==> src/rtl/mti_div.sv <==
// Radix-2 restoring signed divider, one quotient bit per cycle, truncating toward zero.
`timescale 1ns / 1ps

module mti_div #(
  parameter int NW = 49,
  parameter int DW = 33
) (
  input  logic                 clk,
  input  logic                 rst_n,
  input  logic                 start,
  input  logic signed [NW-1:0] num,
  input  logic signed [DW-1:0] den,
  output logic                 done,
  output logic signed [NW:0]   quo
);

  localparam int CW = $clog2(NW + 1);

  logic          busy_r, busy_nxt;
  logic          done_r, done_nxt;
  logic [CW-1:0] cnt_r, cnt_nxt;
  logic [NW-1:0] q_r, q_nxt;
  logic [DW-1:0] rem_r, rem_nxt;
  logic [DW-1:0] dmag_r, dmag_nxt;
  logic          neg_r, neg_nxt;
  logic [DW:0]   rem_sh;
  logic          ge;

  assign rem_sh = {rem_r, q_r[NW-1]};
  assign ge     = (rem_sh >= {1'b0, dmag_r});

  always_comb begin
    busy_nxt = busy_r;
    done_nxt = 1'b0;
    cnt_nxt  = cnt_r;
    q_nxt    = q_r;
    rem_nxt  = rem_r;
    dmag_nxt = dmag_r;
    neg_nxt  = neg_r;
    if (start) begin
      busy_nxt = 1'b1;
      cnt_nxt  = '0;
      rem_nxt  = '0;
      q_nxt    = num[NW-1] ? NW'(-num) : NW'(num);
      dmag_nxt = den[DW-1] ? DW'(-den) : DW'(den);
      neg_nxt  = num[NW-1] ^ den[DW-1];
    end else if (busy_r) begin
      rem_nxt = ge ? DW'(rem_sh - {1'b0, dmag_r}) : rem_sh[DW-1:0];
      q_nxt   = {q_r[NW-2:0], ge};
      cnt_nxt = cnt_r + 1'b1;
      if (cnt_r == CW'(NW - 1)) begin
        busy_nxt = 1'b0;
        done_nxt = 1'b1;
      end
    end
  end

  always_ff @(posedge clk) begin
    if (!rst_n) begin
      busy_r <= 1'b0;
      done_r <= 1'b0;
    end else begin
      busy_r <= busy_nxt;
      done_r <= done_nxt;
    end
    cnt_r  <= cnt_nxt;
    q_r    <= q_nxt;
    rem_r  <= rem_nxt;
    dmag_r <= dmag_nxt;
    neg_r  <= neg_nxt;
  end

  assign done = done_r;
  assign quo  = neg_r ? -$signed({1'b0, q_r}) : $signed({1'b0, q_r});

endmodule

==> config.mk <==
export PLATFORM = sky130hd
export DESIGN_NAME = mti_div
export DESIGN_NICKNAME = d
export VERILOG_FILES = /design/src/rtl/mti_div.sv
export SDC_FILE = /design/constraint.sdc
export NUM_CORES = 1
export LEC_CHECK = 0
export ABC_AREA = 1
export BUFFER_PORTS_ARGS = -buffer_cell sky130_fd_sc_hd__buf_2
export CAP_MARGIN = 20
export CORE_UTILIZATION = 55
export DETAILED_ROUTE_END_ITERATION = 6
export PLACE_DENSITY = 0.85
export SETUP_SLACK_MARGIN = 0.2
export SLEW_MARGIN = 20
export SYNTH_ARGS = -nofsm -noshare
export SYNTH_HDL_FRONTEND = slang
export SYNTH_SLANG_ARGS = --single-unit
==> constraint.sdc <==
create_clock -name clk -period 4.1 [get_ports clk]
set_input_delay 0.205 -clock clk [delete_from_list [all_inputs] [get_ports clk]]
set_output_delay 0.205 -clock clk [all_outputs]
set_load 0.005 [all_outputs]
==> flow_results.xml <==
<?xml version="1.0" encoding="UTF-8"?>
<metrics>
  <group name="timing">
    <metric name="worst_slack" unit="ns">1.27</metric>
    <metric name="timing.clock.skew" unit="ns">0.00938</metric>
    <metric name="timing_hold_violations_final" unit="">0</metric>
    <metric name="rsz0062_at_grt" unit="">false</metric>
    <metric name="max_slew_margin" unit="%">35.4</metric>
    <metric name="min_period_over_period" unit="%">69.0</metric>
    <metric name="fin_crit" unit="ns">2.83</metric>
    <metric name="whs" unit="ns">0.0144</metric>
    <metric name="maxClockFrequency" unit="GHz">0.354</metric>
    <metric name="timing.final.setup_violations" unit="">0</metric>
    <metric name="tightest_slew" unit="ns">0.969</metric>
    <metric name="totalNegativeSetupSlack" unit="ns">0</metric>
    <metric name="slew_viol_final" unit="">0</metric>
  </group>
  <group name="yosys">
    <metric name="synth_warnings" unit="">0</metric>
    <metric name="synthesized_flop_and_latch_total" unit="">124</metric>
    <metric name="mappedNetlistNets" unit="">2019</metric>
    <metric name="post_synth.cell_area_avg" unit="sq um">6.23</metric>
    <metric name="dominantRegCellSynth" unit="">edfxtp_1</metric>
    <metric name="yosysUniqueCellTypes" unit="">45</metric>
    <metric name="synthesis.instances" unit="">1895</metric>
    <metric name="synth_sequential_area_ratio" unit="%">28.1</metric>
    <metric name="postSynth.asyncResetShare" unit="%">0</metric>
    <metric name="netlist_area" unit="sq um">11800</metric>
    <metric name="synth-edff-count" unit="">83</metric>
  </group>
  <group name="global_routing">
    <metric name="track_usage" unit="%">35.1</metric>
    <metric name="antenna_found_initial" unit="">3</metric>
    <metric name="grt.overflow.total" unit="">0</metric>
    <metric name="number_of_global_route_vias_before_repair" unit="">11200</metric>
    <metric name="grt_start_max_net_pins" unit="">82</metric>
    <metric name="wire_length_of_the_first_global_routing_pass" unit="um">59700</metric>
  </group>
  <group name="setup_path">
    <metric name="crit_arrival" unit="ns">2.62</metric>
    <metric name="crit_fanout" unit="">6</metric>
    <metric name="worst_setup_path_endpoint" unit="">quo[39]</metric>
    <metric name="timing.reg2reg.worst_path_depth" unit="">12</metric>
    <metric name="cp_data_required_time" unit="ns">3.89</metric>
    <metric name="critical_path.startpoint_type" unit="">flop</metric>
    <metric name="setup.worst_path.class" unit="">reg -&gt; out</metric>
    <metric name="cp-startpoint" unit="">q_r[2]</metric>
    <metric name="timing.rr.end" unit="">q_r[0]</metric>
    <metric name="r2r_slack" unit="ns">1.38</metric>
    <metric name="setup.worst_path.end_class" unit="">primary output</metric>
    <metric name="r2r_start" unit="">q_r[48]</metric>
  </group>
  <group name="power_and_ir_drop">
    <metric name="switching_share_of_total_power" unit="%">35.3</metric>
    <metric name="post-layout-total-power" unit="mW">4.00</metric>
    <metric name="internal-power" unit="mW">2.59</metric>
    <metric name="seq_power_share" unit="%">38.5</metric>
    <metric name="combPwrFrac" unit="%">25.1</metric>
    <metric name="p_clk_share" unit="%">36.3</metric>
    <metric name="power_switching" unit="mW">1.41</metric>
    <metric name="power_per_unit_of_standard_cell_area" unit="nW/um^2">302</metric>
    <metric name="max-vdd-ir-drop" unit="uV">315</metric>
    <metric name="power_leakage" unit="nW">6.73</metric>
  </group>
  <group name="run">
    <metric name="drv_cap" unit="">0</metric>
  </group>
  <group name="final_layout">
    <metric name="layout_common_cells" unit="">nand2_1, inv_1, nor2_1</metric>
    <metric name="layout_commonest_cell" unit="">nand2_1</metric>
    <metric name="final_layout_size_suffix_gt1_share" unit="%">11.3</metric>
    <metric name="flow.area_growth_from_synthesis" unit="%">12.0</metric>
    <metric name="final_net_count" unit="">2136</metric>
  </group>
  <group name="floorplanning">
    <metric name="design.core.area" unit="sq um">21000</metric>
    <metric name="design.die.area" unit="sq um">22000</metric>
    <metric name="floorplan.io_pins" unit="">136</metric>
    <metric name="die_x" unit="um">148</metric>
    <metric name="initial_core_util" unit="%">56.1</metric>
    <metric name="dieHeight" unit="um">148</metric>
    <metric name="core.rowCount" unit="">53</metric>
  </group>
  <group name="route">
    <metric name="drt-initial-drc-count" unit="">1588</metric>
    <metric name="route.layer.met1.wl" unit="um">17500</metric>
    <metric name="via_count" unit="">12700</metric>
    <metric name="post_drt_wl_per_cell" unit="um">16.4</metric>
    <metric name="number_of_iterations_in_the_first_detailed_routing_pass" unit="">6</metric>
    <metric name="drt-vias-per-instance" unit="">5.51</metric>
    <metric name="ant_nets" unit="">0</metric>
    <metric name="drc" unit="">0</metric>
    <metric name="met3_wirelength" unit="um">4100</metric>
    <metric name="met2WireLength" unit="um">15300</metric>
    <metric name="finalWirelength" unit="um">37800</metric>
    <metric name="uppermost_layer_routed" unit="">met4</metric>
  </group>
  <group name="clock_network">
    <metric name="htree_num_levels" unit="">4</metric>
    <metric name="cts_setup_buffers" unit="">0</metric>
    <metric name="ctsRootBufferMaster" unit="">clkbuf_16</metric>
    <metric name="numClockSinks" unit="">124</metric>
    <metric name="post_cts.resized_instances" unit="">0</metric>
    <metric name="cts_max_path_buffers" unit="">2</metric>
    <metric name="cts_tree" unit="">done</metric>
    <metric name="cts_inserted_buffers" unit="">17</metric>
    <metric name="cts.hold.buffers_added" unit="">0</metric>
    <metric name="worst_skew_pair.late_latency" unit="ns">0.43</metric>
    <metric name="clock_pin_slew_reported_for_the_worst_setup_and_hold_paths_after_clock_tree_synthesis" unit="ns">0.06</metric>
  </group>
  <group name="place">
    <metric name="dp_worst_setup_slack" unit="ns">1.41</metric>
    <metric name="place_hpwl" unit="um">29900</metric>
    <metric name="gp_congestion" unit="">1.01</metric>
    <metric name="buffer_ports.inserted" unit="">135</metric>
  </group>
  <group name="outcome">
    <metric name="outcome" unit="">finished, final reports clean</metric>
  </group>
  <group name="hold_path">
    <metric name="worstHoldPathType" unit="">in -&gt; reg</metric>
  </group>
</metrics>
==> sequential cells by signal, indices dropped and copies added (netlist names) <==
| signal | cells |
|---|---|
| dmag_r | 33 |
| q_r | 49 |
| cnt_r | 6 |
| neg_r | 1 |
| rem_r | 33 |
| done | 1 |
| busy_r | 1 |
==> how the worst min path moves through the flow <==
stage	startpoint	cells past startpoint	slack, ns	endpoint
2_1_floorplan	den[0]	0	0.30	dmag_r[0]
3_3_place_gp	rst_n	3	0.45	busy_r
3_5_place_dp	rst_n	3	0.45	done
4_1_cts	rst_n	3	0.002	done
5_1_grt	rst_n	3	0.03	busy_r
6_report	rst_n	3	0.01	done
==> critical path, stage by stage (launching register included) <==
cell and delay, ns:
edfxtp_1 0.51, nor3_2 0.30, nand4_1 0.18, nor2_2 0.25
nand2_2 0.14, nor2_2 0.21, nand2_1 0.07, nand2_1 0.07
xor2_1 0.21, inv_1 0.10, buf_2 0.14
==> Yosys cell counts (3+ instances only) <==
library cell / count / area, sq um
a21oi_1: 30 / 150
nor4_1: 5 / 31.3
o21bai_1: 5 / 37.5
nand2_2: 8 / 50.1
and2_1: 7 / 43.8
o21ai_1: 18 / 90.1
nor3_1: 22 / 110
or2_2: 4 / 25.0
nor2_1: 204 / 766
buf_4: 4 / 30.0
a31oi_1: 8 / 50.1
edfxtp_1: 83 / 2490
o21ai_2: 4 / 35.0
nand2_1: 620 / 2330
buf_1: 6 / 22.5
inv_2: 10 / 37.5
inv_1: 301 / 1130
dfxtp_1: 41 / 821
o21ai_0: 67 / 335
nor3_2: 6 / 60.1
ha_1: 38 / 475
nor2_2: 12 / 75.1
nand3_1: 161 / 806
buf_2: 7 / 35.0
clkbuf_1: 22 / 82.6
buf_6: 5 / 56.3
xnor2_1: 34 / 298
nand3b_1: 16 / 120
nand4_1: 39 / 244
clkinv_1: 3 / 11.3
xor2_1: 82 / 718
o31ai_1: 5 / 37.5
==> routing by layer <==
metal  global-route usage [%]  vias to the layer above
li1                         -                     6212
met1                     53.7                     5732
met2                     48.4                      664
met3                     6.90                       64
met4                     11.6                        0
met5                        0                        -
==> final cells by class <==
class	instances	area [sq um]
Clock inverter	15	126
Clock buffer	17	425
Antenna cell	1	2.50
Multi-Input combinational cell	1413	7080
Timing Repair Buffer	142	741
Inverter	314	1180
Sequential cell	124	3310
Tap cell	275	344
Fill cell	2006	7810
==> cell families (layout without fill, tap and decap cells) <==
logic type / Yosys count / count (layout) / synth area share (%)
adders and majority gates: 39 / 39 / 4.20
other: 0 / 1 / 0
and+or+nand+nor: 1116 / 1116 / 40.6
DFF: 124 / 124 / 28.1
buffers and inverters: 358 / 488 / 11.9
AOI/OAI and AO/OA: 142 / 142 / 6.59
xor gates and xnor gates: 116 / 116 / 8.61
==> power groups by stage <==
stage               clock network, mW  registers, mW  logic (mW)
floorplan                           0           1.54       0.590
global placement                    0           1.56       0.966
detailed placement                  0           1.56       0.972
CTS                              1.46           1.54       0.981
global route                     1.51           1.55        1.10
finish                           1.45           1.54        1.00
==> stage by stage <==
step / area [sq um] / util (%) / std cells
global placement: 12700 / 60.2 / 2268
finish: 13200 / 62.8 / 2301
CTS: 13200 / 62.8 / 2300
detailed placement: 12700 / 60.2 / 2268
floorplan: 11800 / - / 1895
global route: 13200 / 62.8 / 2301
Note: power is estimated with default switching activity, not from simulation.
